**config.mk**
```make
export PLATFORM = sky130hd
export DESIGN_NAME = battery_current_coulomb_counter
export DESIGN_NICKNAME = d
export VERILOG_FILES = /design/src/rtl/bccc_pkg.sv /design/src/rtl/battery_current_coulomb_counter.sv /design/src/rtl/bccc_arith.sv
export SDC_FILE = /design/constraint.sdc
export NUM_CORES = 2
export LEC_CHECK = 0
export ABC_AREA = 1
export ABC_CLOCK_PERIOD_IN_PS = 19700
export BUFFER_PORTS_ARGS = -buffer_cell sky130_fd_sc_hd__buf_4
export CAP_MARGIN = 20
export CORE_MARGIN = 1.5
export CORE_UTILIZATION = 64
export CTS_BUF_LIST = sky130_fd_sc_hd__clkbuf_16
export DETAILED_ROUTE_END_ITERATION = 8
export PLACE_DENSITY = 0.82
export SYNTH_ARGS = -nofsm -noshare
export SYNTH_HDL_FRONTEND = slang
export SYNTH_SLANG_ARGS = --single-unit
```
**constraint.sdc**
```tcl
create_clock -name clk -period 19.7 [get_ports clk]
set_input_delay 3.94 -clock clk [delete_from_list [all_inputs] [get_ports clk]]
set_output_delay 3.94 -clock clk [all_outputs]
set_load 0.02 [all_outputs]
```
**src/rtl/bccc_pkg.sv**
```systemverilog
`timescale 1ns / 1ps

package bccc_pkg;

  // Moving-average window depth and the widths that follow from it
  localparam int SAMPLE_WINDOW = 16;
  localparam int IDX_W  = (SAMPLE_WINDOW > 1) ? $clog2(SAMPLE_WINDOW) : 1;
  localparam int FILL_W = $clog2(SAMPLE_WINDOW + 1);
  // |sample| <= 2000000 < 2^21, so |sum| < 2^(21 + log2 depth)
  localparam int MAG_W  = 21 + $clog2(SAMPLE_WINDOW);
  localparam int SUM_W  = MAG_W + 1;

  // Field and register widths
  localparam int ADC_W      = 12;
  localparam int CUR_W      = 22;
  localparam int SOC_W      = 14;
  localparam int TOT_W      = 33;
  localparam int OFS_W      = 11;
  localparam int GAIN_W     = 12;
  localparam int RATIO_W    = 11;
  localparam int FS_W       = 14;
  localparam int CAPAH_W    = 10;
  localparam int CFG_IDX_W  = 3;
  localparam int CFG_DATA_W = 14;

  // Register indexes
  localparam logic [CFG_IDX_W-1:0] CFG_OFFSET = 3'd0;
  localparam logic [CFG_IDX_W-1:0] CFG_GAIN   = 3'd1;
  localparam logic [CFG_IDX_W-1:0] CFG_RATIO  = 3'd2;
  localparam logic [CFG_IDX_W-1:0] CFG_FS     = 3'd3;
  localparam logic [CFG_IDX_W-1:0] CFG_INVERT = 3'd4;
  localparam logic [CFG_IDX_W-1:0] CFG_CAP    = 3'd5;

  // Arithmetic constants
  localparam int MV_MIDPOINT   = 2000;
  localparam int PERMILLE      = 1000;
  localparam int CURRENT_LIMIT = 2000000;
  localparam int CLASS_LIMIT   = 3000;
  localparam int MAS_PER_AH    = 3600000;
  localparam int SOC_FULL      = 10000;
  localparam logic [TOT_W-1:0] TOTAL_LIMIT = 33'd7200000000;

  // Shared serial multiply/divide unit
  localparam int AR_W  = 48;
  localparam int AR_BW = 32;
  localparam int AR_CW = 6;
  localparam logic AR_OP_MUL = 1'b0;
  localparam logic AR_OP_DIV = 1'b1;

  typedef struct packed {
    logic             start;
    logic             op;
    logic [AR_W-1:0]  a;
    logic [AR_BW-1:0] b;
    logic [AR_CW-1:0] cnt;
  } ar_req_t;

  typedef struct packed {
    logic            done;
    logic [AR_W-1:0] result;
  } ar_rsp_t;

endpackage

```
**src/rtl/battery_current_coulomb_counter.sv**
```systemverilog
`timescale 1ns / 1ps

// Coulomb counter: turns each Hall CT sample (mV) into signed mA, keeps a
// moving average over the last 16 samples, and on words flagged with the
// one-second tick classes the average (charging above 3 A, discharging below
// -3 A), accumulates saturating mA-second totals and updates state of charge
// in 0.01 % steps. One word is processed at a time. Every multiply and divide
// runs on one shared bit-serial shift-and-add unit at one bit per clock. A
// word without the tick runs the gain multiply, the divide by 1000, the ratio
// multiply, the full-scale divide and the average divide, each handed off to
// the unit in turn, and then writes back. A tick adds the capacity multiply,
// which alone settles it with a pending full-charge request or SOC at full or
// empty; otherwise the SOC scale and SOC divide also run. A finished word
// sits in the output register while the next input word is taken; a stalled
// output holds the next word in its last step.
module battery_current_coulomb_counter (
  input  logic                                 clk,
  input  logic                                 rst_n,
  // configuration
  input  logic                                 cfg_wr_en,
  input  logic [bccc_pkg::CFG_IDX_W-1:0]       cfg_index,
  input  logic [bccc_pkg::CFG_DATA_W-1:0]      cfg_wdata,
  // input channel
  input  logic                                 in_valid,
  output logic                                 in_stall,
  input  logic [bccc_pkg::ADC_W-1:0]           in_adc_millivolts,
  input  logic                                 in_second_elapsed,
  input  logic                                 in_full_charge_request,
  // result channel
  output logic                                 out_valid,
  input  logic                                 out_stall,
  output logic signed [bccc_pkg::CUR_W-1:0]    out_current_ma,
  output logic signed [bccc_pkg::CUR_W-1:0]    out_average_ma,
  output logic [bccc_pkg::SOC_W-1:0]           out_soc_hundredths,
  output logic                                 out_charging,
  output logic                                 out_discharging,
  output logic [bccc_pkg::TOT_W-1:0]           out_charged_mas,
  output logic [bccc_pkg::TOT_W-1:0]           out_discharged_mas
);
  import bccc_pkg::*;

  // Sequencer states
  localparam logic [3:0] ST_IDLE  = 4'd0;
  localparam logic [3:0] ST_GAIN  = 4'd1;
  localparam logic [3:0] ST_K1000 = 4'd2;
  localparam logic [3:0] ST_RATIO = 4'd3;
  localparam logic [3:0] ST_FS    = 4'd4;
  localparam logic [3:0] ST_AVG   = 4'd5;
  localparam logic [3:0] ST_CAP   = 4'd6;
  localparam logic [3:0] ST_SCALE = 4'd7;
  localparam logic [3:0] ST_SOC   = 4'd8;
  localparam logic [3:0] ST_OUT   = 4'd9;

  // Serial step counts for each operation
  localparam int GAIN_BITS  = GAIN_W;      // m * gain, multiplier bits
  localparam int K_DIV_BITS = 25;          // m * gain < 2^25
  localparam int RATIO_BITS = 21;          // ratio * 1000 < 2^21
  localparam int FS_DIV_BITS = 37;         // 2|v| * ratio * 1000 < 2^37
  localparam int CAP_BITS   = CAPAH_W;     // capacity multiplier bits
  localparam int SCALE_BITS = 14;          // 10000 < 2^14
  localparam int SOC_DIV_BITS = 46;        // now * 10000 < 2^46

  // Configuration registers
  logic signed [OFS_W-1:0] offset_r;
  logic [GAIN_W-1:0]       gain_r;
  logic [RATIO_W-1:0]      ratio_r;
  logic [FS_W-1:0]         fs_r;
  logic                    inv_r;
  logic [CAPAH_W-1:0]      cap_ah_r;

  // Sequencer and datapath state
  logic [3:0]              state_r, state_nxt;
  logic                    tick_r, tick_nxt;
  logic                    pend_r, pend_nxt;
  logic                    neg_r, neg_nxt;
  logic signed [CUR_W-1:0] cur_r, cur_nxt;
  logic signed [CUR_W-1:0] avg_r, avg_nxt;
  logic signed [SUM_W-1:0] sum_r, sum_nxt;
  logic [FILL_W-1:0]       fill_r, fill_nxt;
  logic [IDX_W-1:0]        wi_r, wi_nxt;
  logic signed [CUR_W-1:0] store_r [SAMPLE_WINDOW];
  logic                    store_we;
  logic [TOT_W-1:0]        ct_r, ct_nxt;
  logic [TOT_W-1:0]        dt_r, dt_nxt;
  logic                    chg_r, chg_nxt;
  logic                    dis_r, dis_nxt;
  logic [SOC_W-1:0]        soc_r, soc_nxt;
  logic [AR_BW-1:0]        cap_r, cap_nxt;

  // Output register
  logic                    out_valid_r, out_valid_nxt;
  logic signed [CUR_W-1:0] ocur_r, oavg_r;
  logic [SOC_W-1:0]        osoc_r;
  logic                    ochg_r, odis_r;
  logic [TOT_W-1:0]        oct_r, odt_r;
  logic                    out_load;

  ar_req_t req;
  ar_rsp_t rsp;

  // Combinational helpers
  logic signed [13:0]      m_sum;
  logic [12:0]             m_clip;
  logic [14:0]             mg;
  logic signed [15:0]      v_diff;
  logic                    v_neg;
  logic [15:0]             v_abs;
  logic [15:0]             v_mag;
  logic [20:0]             ratio_k;
  logic [FS_W-1:0]         fs_eff;
  logic [CAPAH_W-1:0]      cap_eff;
  logic [20:0]             cur_mag;
  logic [CUR_W-1:0]        cur_pos;
  logic signed [CUR_W-1:0] cur_val;
  logic signed [CUR_W-1:0] old_smp;
  logic                    win_full;
  logic signed [SUM_W-1:0] sum_new;
  logic                    sum_neg;
  logic [SUM_W-1:0]        sum_negv;
  logic [MAG_W-1:0]        sum_mag;
  logic [FILL_W-1:0]       fill_new;
  logic [CUR_W-1:0]        avg_q;
  logic signed [CUR_W-1:0] avg_val;
  logic                    chg_now, dis_now;
  logic [TOT_W:0]          tot_sum;
  logic [TOT_W-1:0]        tot_sat;
  logic [AR_BW-1:0]        cap_new;
  logic signed [TOT_W:0]   d_val;
  logic                    d_le0, d_ge_cap;
  logic [AR_BW-1:0]        now_val;

  bccc_arith u_arith (
    .clk   (clk),
    .rst_n (rst_n),
    .req   (req),
    .rsp   (rsp)
  );

  // Sample conditioning
  assign m_sum   = $signed({2'b00, in_adc_millivolts}) + $signed({{3{offset_r[OFS_W-1]}}, offset_r});
  assign m_clip  = m_sum[13] ? 13'd0 : m_sum[12:0];
  assign mg      = rsp.result[14:0];
  assign v_diff  = $signed({1'b0, mg}) - 16'(MV_MIDPOINT);
  assign v_neg   = v_diff[15];
  assign v_abs   = v_neg ? 16'(-v_diff) : 16'(v_diff);
  assign v_mag   = {v_abs[14:0], 1'b0};
  // ratio * 1000 = ratio * (1024 - 16 - 8)
  assign ratio_k = {ratio_r, 10'b0} - {6'b0, ratio_r, 4'b0} - {7'b0, ratio_r, 3'b0};
  assign fs_eff  = (fs_r == '0) ? FS_W'(1) : fs_r;
  assign cap_eff = (cap_ah_r == '0) ? CAPAH_W'(1) : cap_ah_r;

  // Saturate current magnitude, then apply sign
  assign cur_mag = (rsp.result > AR_W'(CURRENT_LIMIT)) ? 21'(CURRENT_LIMIT)
                                                      : rsp.result[20:0];
  assign cur_pos = {1'b0, cur_mag};
  assign cur_val = (neg_r ^ inv_r) ? $signed(-cur_pos) : $signed(cur_pos);

  // Window bookkeeping
  assign old_smp  = store_r[wi_r];
  assign win_full = (fill_r == FILL_W'(SAMPLE_WINDOW));
  assign sum_new  = sum_r + SUM_W'(cur_val) - (win_full ? SUM_W'(old_smp) : SUM_W'(0));
  assign sum_neg  = sum_new[SUM_W-1];
  assign sum_negv = -sum_new;
  assign sum_mag  = sum_neg ? sum_negv[MAG_W-1:0] : sum_new[MAG_W-1:0];
  assign fill_new = win_full ? fill_r : fill_r + 1'b1;

  // Average and tick classification
  assign avg_q   = rsp.result[CUR_W-1:0];
  assign avg_val = neg_r ? $signed(-avg_q) : $signed(avg_q);
  assign chg_now = (avg_val > $signed(CUR_W'(CLASS_LIMIT)));
  assign dis_now = (avg_val < -$signed(CUR_W'(CLASS_LIMIT)));
  assign tot_sum = {1'b0, (chg_now ? ct_r : dt_r)} + (TOT_W+1)'(avg_q);
  assign tot_sat = (tot_sum > {1'b0, TOTAL_LIMIT}) ? TOTAL_LIMIT : tot_sum[TOT_W-1:0];

  // SOC: d = discharged - charged against capacity
  assign cap_new  = rsp.result[AR_BW-1:0];
  assign d_val    = $signed({1'b0, dt_r}) - $signed({1'b0, ct_r});
  assign d_le0    = d_val[TOT_W] || (d_val == '0);
  assign d_ge_cap = !d_val[TOT_W] && (d_val[TOT_W-1:0] >= TOT_W'(cap_new));
  assign now_val  = cap_new - d_val[AR_BW-1:0];

  assign out_load = !out_valid_r || !out_stall;

  // Sequencer
  always_comb begin
    state_nxt     = state_r;
    tick_nxt      = tick_r;
    pend_nxt      = pend_r;
    neg_nxt       = neg_r;
    cur_nxt       = cur_r;
    avg_nxt       = avg_r;
    sum_nxt       = sum_r;
    fill_nxt      = fill_r;
    wi_nxt        = wi_r;
    store_we      = 1'b0;
    ct_nxt        = ct_r;
    dt_nxt        = dt_r;
    chg_nxt       = chg_r;
    dis_nxt       = dis_r;
    soc_nxt       = soc_r;
    cap_nxt       = cap_r;
    out_valid_nxt = out_valid_r && out_stall;
    req           = '0;
    case (state_r)
      ST_IDLE: begin
        if (in_valid) begin
          tick_nxt  = in_second_elapsed;
          pend_nxt  = pend_r | in_full_charge_request;
          req.start = 1'b1;
          req.op    = AR_OP_MUL;
          req.a     = AR_W'(m_clip);
          req.b     = AR_BW'(gain_r);
          req.cnt   = AR_CW'(GAIN_BITS);
          state_nxt = ST_GAIN;
        end
      end
      ST_GAIN: begin
        if (rsp.done) begin
          req.start = 1'b1;
          req.op    = AR_OP_DIV;
          req.a     = AR_W'(rsp.result[K_DIV_BITS-1:0]) << (AR_W - K_DIV_BITS);
          req.b     = AR_BW'(PERMILLE);
          req.cnt   = AR_CW'(K_DIV_BITS);
          state_nxt = ST_K1000;
        end
      end
      ST_K1000: begin
        if (rsp.done) begin
          neg_nxt   = v_neg;
          req.start = 1'b1;
          req.op    = AR_OP_MUL;
          req.a     = AR_W'(v_mag);
          req.b     = AR_BW'(ratio_k);
          req.cnt   = AR_CW'(RATIO_BITS);
          state_nxt = ST_RATIO;
        end
      end
      ST_RATIO: begin
        if (rsp.done) begin
          req.start = 1'b1;
          req.op    = AR_OP_DIV;
          req.a     = AR_W'(rsp.result[FS_DIV_BITS-1:0]) << (AR_W - FS_DIV_BITS);
          req.b     = AR_BW'(fs_eff);
          req.cnt   = AR_CW'(FS_DIV_BITS);
          state_nxt = ST_FS;
        end
      end
      ST_FS: begin
        if (rsp.done) begin
          cur_nxt   = cur_val;
          store_we  = 1'b1;
          sum_nxt   = sum_new;
          fill_nxt  = fill_new;
          wi_nxt    = (wi_r == IDX_W'(SAMPLE_WINDOW - 1)) ? '0 : wi_r + 1'b1;
          neg_nxt   = sum_neg;
          req.start = 1'b1;
          req.op    = AR_OP_DIV;
          req.a     = AR_W'(sum_mag) << (AR_W - MAG_W);
          req.b     = AR_BW'(fill_new);
          req.cnt   = AR_CW'(MAG_W);
          state_nxt = ST_AVG;
        end
      end
      ST_AVG: begin
        if (rsp.done) begin
          avg_nxt = avg_val;
          if (tick_r) begin
            chg_nxt = chg_now;
            dis_nxt = dis_now;
            if (chg_now) begin
              ct_nxt = tot_sat;
            end else if (dis_now) begin
              dt_nxt = tot_sat;
            end
            req.start = 1'b1;
            req.op    = AR_OP_MUL;
            req.a     = AR_W'(MAS_PER_AH);
            req.b     = AR_BW'(cap_eff);
            req.cnt   = AR_CW'(CAP_BITS);
            state_nxt = ST_CAP;
          end else begin
            state_nxt = ST_OUT;
          end
        end
      end
      ST_CAP: begin
        if (rsp.done) begin
          cap_nxt = cap_new;
          if (pend_r) begin
            // Full-charge request overrides the totals
            ct_nxt    = TOT_W'(cap_new);
            dt_nxt    = '0;
            pend_nxt  = 1'b0;
            soc_nxt   = SOC_W'(SOC_FULL);
            state_nxt = ST_OUT;
          end else if (d_le0) begin
            // At or above full: clamp and clear totals
            soc_nxt   = SOC_W'(SOC_FULL);
            ct_nxt    = '0;
            dt_nxt    = '0;
            state_nxt = ST_OUT;
          end else if (d_ge_cap) begin
            soc_nxt   = '0;
            state_nxt = ST_OUT;
          end else begin
            req.start = 1'b1;
            req.op    = AR_OP_MUL;
            req.a     = AR_W'(now_val);
            req.b     = AR_BW'(SOC_FULL);
            req.cnt   = AR_CW'(SCALE_BITS);
            state_nxt = ST_SCALE;
          end
        end
      end
      ST_SCALE: begin
        if (rsp.done) begin
          req.start = 1'b1;
          req.op    = AR_OP_DIV;
          req.a     = AR_W'(rsp.result[SOC_DIV_BITS-1:0]) << (AR_W - SOC_DIV_BITS);
          req.b     = cap_r;
          req.cnt   = AR_CW'(SOC_DIV_BITS);
          state_nxt = ST_SOC;
        end
      end
      ST_SOC: begin
        if (rsp.done) begin
          soc_nxt   = rsp.result[SOC_W-1:0];
          state_nxt = ST_OUT;
        end
      end
      ST_OUT: begin
        if (out_load) begin
          out_valid_nxt = 1'b1;
          state_nxt     = ST_IDLE;
        end
      end
      default: begin
        state_nxt = ST_IDLE;
      end
    endcase
  end

  // Control state
  always_ff @(posedge clk) begin
    if (!rst_n) begin
      state_r     <= ST_IDLE;
      pend_r      <= 1'b0;
      sum_r       <= '0;
      fill_r      <= '0;
      wi_r        <= '0;
      avg_r       <= '0;
      ct_r        <= '0;
      dt_r        <= '0;
      chg_r       <= 1'b0;
      dis_r       <= 1'b0;
      soc_r       <= SOC_W'(SOC_FULL);
      out_valid_r <= 1'b0;
    end else begin
      state_r     <= state_nxt;
      pend_r      <= pend_nxt;
      sum_r       <= sum_nxt;
      fill_r      <= fill_nxt;
      wi_r        <= wi_nxt;
      avg_r       <= avg_nxt;
      ct_r        <= ct_nxt;
      dt_r        <= dt_nxt;
      chg_r       <= chg_nxt;
      dis_r       <= dis_nxt;
      soc_r       <= soc_nxt;
      out_valid_r <= out_valid_nxt;
    end
  end

  // Payload registers and sample window
  always_ff @(posedge clk) begin
    tick_r <= tick_nxt;
    neg_r  <= neg_nxt;
    cur_r  <= cur_nxt;
    cap_r  <= cap_nxt;
    if (store_we) begin
      store_r[wi_r] <= cur_val;
    end
    if (state_r == ST_OUT && out_load) begin
      ocur_r <= cur_r;
      oavg_r <= avg_r;
      osoc_r <= soc_r;
      ochg_r <= chg_r;
      odis_r <= dis_r;
      oct_r  <= ct_r;
      odt_r  <= dt_r;
    end
  end

  // Configuration registers
  always_ff @(posedge clk) begin
    if (!rst_n) begin
      offset_r <= '0;
      gain_r   <= GAIN_W'(PERMILLE);
      ratio_r  <= RATIO_W'(100);
      fs_r     <= FS_W'(4000);
      inv_r    <= 1'b0;
      cap_ah_r <= CAPAH_W'(100);
    end else if (cfg_wr_en) begin
      case (cfg_index)
        CFG_OFFSET: offset_r <= $signed(cfg_wdata[OFS_W-1:0]);
        CFG_GAIN:   gain_r   <= cfg_wdata[GAIN_W-1:0];
        CFG_RATIO:  ratio_r  <= cfg_wdata[RATIO_W-1:0];
        CFG_FS:     fs_r     <= cfg_wdata[FS_W-1:0];
        CFG_INVERT: inv_r    <= cfg_wdata[0];
        CFG_CAP:    cap_ah_r <= cfg_wdata[CAPAH_W-1:0];
        default: begin
        end
      endcase
    end
  end

  assign in_stall           = (state_r != ST_IDLE);
  assign out_valid          = out_valid_r;
  assign out_current_ma     = ocur_r;
  assign out_average_ma     = oavg_r;
  assign out_soc_hundredths = osoc_r;
  assign out_charging       = ochg_r;
  assign out_discharging    = odis_r;
  assign out_charged_mas    = oct_r;
  assign out_discharged_mas = odt_r;

endmodule

```
**src/rtl/bccc_arith.sv**
```systemverilog
`timescale 1ns / 1ps

// Bit-serial shift-and-add multiplier / restoring divider.
// MUL: result = a * b, one multiplier bit (LSB first) per clock.
// DIV: result = a / b, a pre-aligned so its cnt significant bits sit at the
//      top of the word; one quotient bit per clock.
module bccc_arith (
  input  logic              clk,
  input  logic              rst_n,
  input  bccc_pkg::ar_req_t req,
  output bccc_pkg::ar_rsp_t rsp
);
  import bccc_pkg::*;

  logic             busy_r, busy_nxt;
  logic             done_r, done_nxt;
  logic             op_r, op_nxt;
  logic [AR_CW-1:0] cnt_r, cnt_nxt;
  logic [AR_W-1:0]  x_r, x_nxt;
  logic [AR_W-1:0]  y_r, y_nxt;
  logic [AR_BW-1:0] b_r, b_nxt;

  logic [AR_BW:0]   rem_sh;
  logic [AR_BW+1:0] rem_diff;
  logic             rem_ge;

  // Divider trial subtract: shift next dividend bit into the remainder
  assign rem_sh   = {y_r[AR_BW-1:0], x_r[AR_W-1]};
  assign rem_diff = {1'b0, rem_sh} - {2'b00, b_r};
  assign rem_ge   = ~rem_diff[AR_BW+1];

  always_comb begin
    busy_nxt = busy_r;
    done_nxt = 1'b0;
    op_nxt   = op_r;
    cnt_nxt  = cnt_r;
    x_nxt    = x_r;
    y_nxt    = y_r;
    b_nxt    = b_r;
    if (req.start) begin
      busy_nxt = 1'b1;
      op_nxt   = req.op;
      cnt_nxt  = req.cnt;
      x_nxt    = req.a;
      y_nxt    = '0;
      b_nxt    = req.b;
    end else if (busy_r) begin
      if (op_r == AR_OP_DIV) begin
        // x: dividend out at top, quotient in at bottom; y: remainder
        x_nxt = {x_r[AR_W-2:0], rem_ge};
        y_nxt = {{(AR_W-AR_BW){1'b0}},
                 (rem_ge ? rem_diff[AR_BW-1:0] : rem_sh[AR_BW-1:0])};
      end else begin
        // x: shifted multiplicand; y: accumulator; b: multiplier
        if (b_r[0]) begin
          y_nxt = y_r + x_r;
        end
        x_nxt = {x_r[AR_W-2:0], 1'b0};
        b_nxt = {1'b0, b_r[AR_BW-1:1]};
      end
      cnt_nxt = cnt_r - 1'b1;
      if (cnt_r == AR_CW'(1)) begin
        busy_nxt = 1'b0;
        done_nxt = 1'b1;
      end
    end
  end

  always_ff @(posedge clk) begin
    if (!rst_n) begin
      busy_r <= 1'b0;
      done_r <= 1'b0;
    end else begin
      busy_r <= busy_nxt;
      done_r <= done_nxt;
    end
    op_r  <= op_nxt;
    cnt_r <= cnt_nxt;
    x_r   <= x_nxt;
    y_r   <= y_nxt;
    b_r   <= b_nxt;
  end

  assign rsp.done   = done_r;
  assign rsp.result = (op_r == AR_OP_DIV) ? x_r : y_r;

endmodule
```
==> results.sh <==
export IMPL_slew_violations=0
export IMPL_place_inst=6925
export IMPL_hold_viol_final=0
export IMPL_drive_above_1_share=0.0970
export IMPL_synth_xor_area_frac=0.0325
export IMPL_cts_resized=0
export IMPL_cts_sinks=879
export IMPL_start_util=0.650
export IMPL_wl_met2_um=81100
export IMPL_r2r_end="u_arith.x_r[30]"
export IMPL_yosysSeqAreaShare=0.470
export IMPL_synthMuxAreaShare=0
export IMPL_p_sw_frac=0.340
export IMPL_clockPowerShare=0.330
export IMPL_synth_fa_ha_area_frac=0.0813
export IMPL_setup_violations=0
export IMPL_dp_hpwl_um=118000
export IMPL_cts_max_level=3
export IMPL_cts_root_buffer="clkbuf_16"
export IMPL_crit_type="flop to flop"
export IMPL_slew_headroom=0.175
export IMPL_vias_per_cell=6.27
export IMPL_nNetsFinal=6322
export IMPL_leakagePower_nw=22.9
export IMPL_synthesis_instances=5867
export IMPL_fin_skew_ns=0.0290
export IMPL_final_cell_mix="989 x nand2_1, 650 x inv_1, 621 x o21ai_0, 621 x edfxtp_1, 597 x nor2_1"
export IMPL_clockBufferDepth=3
export IMPL_dr_pass1_iters=7
export IMPL_power_density_mw_per_mm2=92.1
export IMPL_boundaryPins=164
export IMPL_max_stage_delay_ns=0.72
export IMPL_pwr_share_seq=0.415
export IMPL_r2r_cells=44
export IMPL_yosys_area_share_simple=0.173
export IMPL_grt_setup_unrepaired="false"
export IMPL_outcome="completed"
export IMPL_finalPower_mw=5.15
export IMPL_layout_commonest_cell="nand2_1"
export IMPL_async_flop_share=0
export IMPL_min_period_ns=10.52
export IMPL_cts_tree="built"
export IMPL_synth_area_mm2=0.0506
export IMPL_cp_slowest_cell="buf_4"
export IMPL_p_switching_mw=1.75
export IMPL_grt_overflow=0
export IMPL_areaGrowthSynthToFinish_pct=10.4
export IMPL_tightest_slew_ns=1.22
export IMPL_drc=0
export IMPL_num_rows=102
export IMPL_place_congestion=1.05
export IMPL_io_buffers=163
export IMPL_hold_path_class="flop to flop"
export IMPL_cp_required_ns=20.11
export IMPL_avgRoutedWirePerCell_um=23.8
export IMPL_cp_startpoint="u_arith.op_r"
export IMPL_critPathCapture="u_arith.x_r[30]"
export IMPL_worstPathArrival_ns=10.93
export IMPL_ys_ff_latch=879
export IMPL_postCtsSetupBuffers=0
export IMPL_grt_pass1_vias=42498
export IMPL_synth_top_family_by_area="compound AO/OA/AOI/OAI gates"
export IMPL_cts_made_buffers=87
export IMPL_met1_length_um=61700
export IMPL_grtUsageTotal=0.411
export IMPL_max_cap_violations=0
export IMPL_synth_ff_type="edfxtp_1"
export IMPL_yosys_warnings=0
export IMPL_drt_antenna_violating_nets=0
export IMPL_antenna_found_initial=4
export IMPL_timing_fmax_ghz=0.0951
export IMPL_fillers=5857
export IMPL_coreArea_mm2=0.0778
export IMPL_ys_types=64
export IMPL_power_frac_comb=0.255
export IMPL_finish_utilization=0.718
export IMPL_worstSetupEndpointType="flop"
export IMPL_die_w_um=284
export IMPL_rr_startpoint="u_arith.op_r"
export IMPL_hold_buffers=0
export IMPL_synth_area_per_cell_um2=8.63
export IMPL_grt_max_degree=90
export IMPL_path_clk_slew_ns=0.07
export IMPL_path_common_cell="a21oi_1"
export IMPL_wirelength_um=169000
export IMPL_fp_dieH_um=284
export IMPL_grt_first_pass_wirelength_um=253000
export IMPL_p_int_mw=3.40
export IMPL_first_iter_violations=5656
export IMPL_r2r_slack_ns=9.18
export IMPL_final_cells=7097
export IMPL_top_layer="met4"
export IMPL_die_area_mm2=0.0808
export IMPL_synth_compound_area_share=0.174
export IMPL_vias=44465
export IMPL_synth_edf_count=621
export IMPL_vdd_drop_max_uv=78.4
export IMPL_worstPathMaxFanout=74
export IMPL_fin_crit_sh=0.534
export IMPL_startpoint_type="flop"
export IMPL_syn_num_nets=6211
export IMPL_clkLatencyLatePin_ns=0.68
export IMPL_wl_met3_um=14700
export IMPL_tns_ns=0
[per-stage QoR]
step	worst slack [ns]	area, um^2	hold slack, ns
6_report	9.18	55900	0.419
3_3_place_gp	8.81	52900	0.401
3_5_place_dp	8.41	52900	0.405
5_1_grt	8.33	55900	0.425
4_1_cts	8.34	55800	0.420
2_1_floorplan	9.82	50600	0.400
[registers in the layout (all words and copies together), names as in the netlist, 14 cells and up, named ones only]
signal,count
out_average_ma,22
sum_r,26
avg_r,22
store_r,352
cap_r,32
out_charged_mas,33
dt_r,33
out_current_ma,22
ct_r,33
fs_r,14
out_discharged_mas,33
out_soc_hundredths,14
u_arith.x_r,48
u_arith.b_r,32
soc_r,14
u_arith.y_r,48
cur_r,22
[synth_stat cells, types with 4 or more instances]
master / number / area share
buf_1: 18 / 0.0013
ha_1: 273 / 0.067
nand2_2: 34 / 0.0042
edfxtp_1: 621 / 0.37
buf_6: 8 / 0.0018
inv_1: 642 / 0.048
nor2_1: 618 / 0.046
o211ai_1: 73 / 0.011
a221oi_1: 22 / 0.0038
or2_2: 32 / 0.0040
o31ai_1: 7 / 0.0010
a21oi_2: 17 / 0.0029
nand2_4: 18 / 0.0040
o221ai_1: 78 / 0.013
nor3_1: 49 / 0.0048
nand3_1: 189 / 0.019
o21ai_0: 624 / 0.062
clkinv_1: 7 / 0.00052
o21a_1: 18 / 0.0027
a21o_1: 13 / 0.0019
a21boi_0: 16 / 0.0024
o21ai_1: 10 / 0.00099
nand2_1: 990 / 0.073
o21ai_2: 13 / 0.0022
inv_2: 18 / 0.0013
nor2_4: 4 / 0.00089
o2111ai_1: 6 / 0.0010
o32ai_1: 5 / 0.00087
nor4_1: 22 / 0.0027
a21oi_1: 511 / 0.051
nand4_1: 62 / 0.0077
fa_1: 35 / 0.014
xnor2_1: 64 / 0.011
nor2_2: 12 / 0.0015
nand3b_1: 9 / 0.0013
buf_2: 15 / 0.0015
o21bai_1: 25 / 0.0037
o22ai_1: 47 / 0.0058
xor2_1: 120 / 0.021
a31oi_1: 21 / 0.0026
nand3_2: 13 / 0.0026
clkbuf_1: 186 / 0.014
a211oi_1: 12 / 0.0018
dfxtp_1: 258 / 0.10
[area by class of cell]
class	instances	area (um^2)	area share
diodes	4	10.0	0.000179
clock buffers	95	2380	0.0425
clock inverters	69	563	0.0101
inverters	667	2510	0.0449
multi-input cells	4089	23400	0.418
flip-flops and latches	879	23800	0.426
well taps	1040	1300	0.0233
repair buffers	254	1920	0.0343
[logic make-up (layout without fill, tap and decap cells)]
group                      Yosys count  in the layout
and+or+nand+nor                   2059           2059
AOI/OAI and AO/OA                 1536           1536
buffers and inverters              899           1085
DFF                                879            879
adders and majority gates          308            308
xor gates and xnor gates           186            186
other                                0              4
[power groups by stage]
stage                     Sequential, mW  Combinational [mW]  Clock, mW
after CTS                           2.13                1.27       1.70
after global placement              2.17                1.25          0
after global routing                2.14                1.42       1.77
final                               2.14                1.32       1.70
after detailed placement            2.17                1.26          0
after floorplan                     2.13               0.896          0
[routing by layer]
metal / vias to the layer above / GRT usage
met3: 650 / 0.0629
li1: 20408 / -
met1: 20705 / 0.495
met4: 0 / 0.241
met2: 2702 / 0.699
met5: - / 0
[worst max-delay path, delay by kind of cell (launching register included)]
kind | cells | cell delay [ns]
AO/OA/AOI/OAI | 15 | 3.12
XOR/XNOR | 1 | 0.31
adder cells (fa/ha/maj) | 4 | 1.31
buffers and inverters | 11 | 2.88
flip-flops | 1 | 0.32
AND/OR/NAND/NOR | 13 | 2.33
[worst min path at each step]
stage	cells after the start	slack, ns	startpoint	end
after floorplan	0	0.40	cur_r[0]	out_current_ma[0]
after CTS	0	0.42	cur_r[8]	out_current_ma[8]
final	0	0.42	cur_r[13]	out_current_ma[13]
after global placement	0	0.40	cur_r[6]	out_current_ma[6]
after global routing	0	0.42	cur_r[13]	out_current_ma[13]
after detailed placement	0	0.40	cur_r[13]	out_current_ma[13]
No activity file was read; power rests on OpenSTA's default activity.
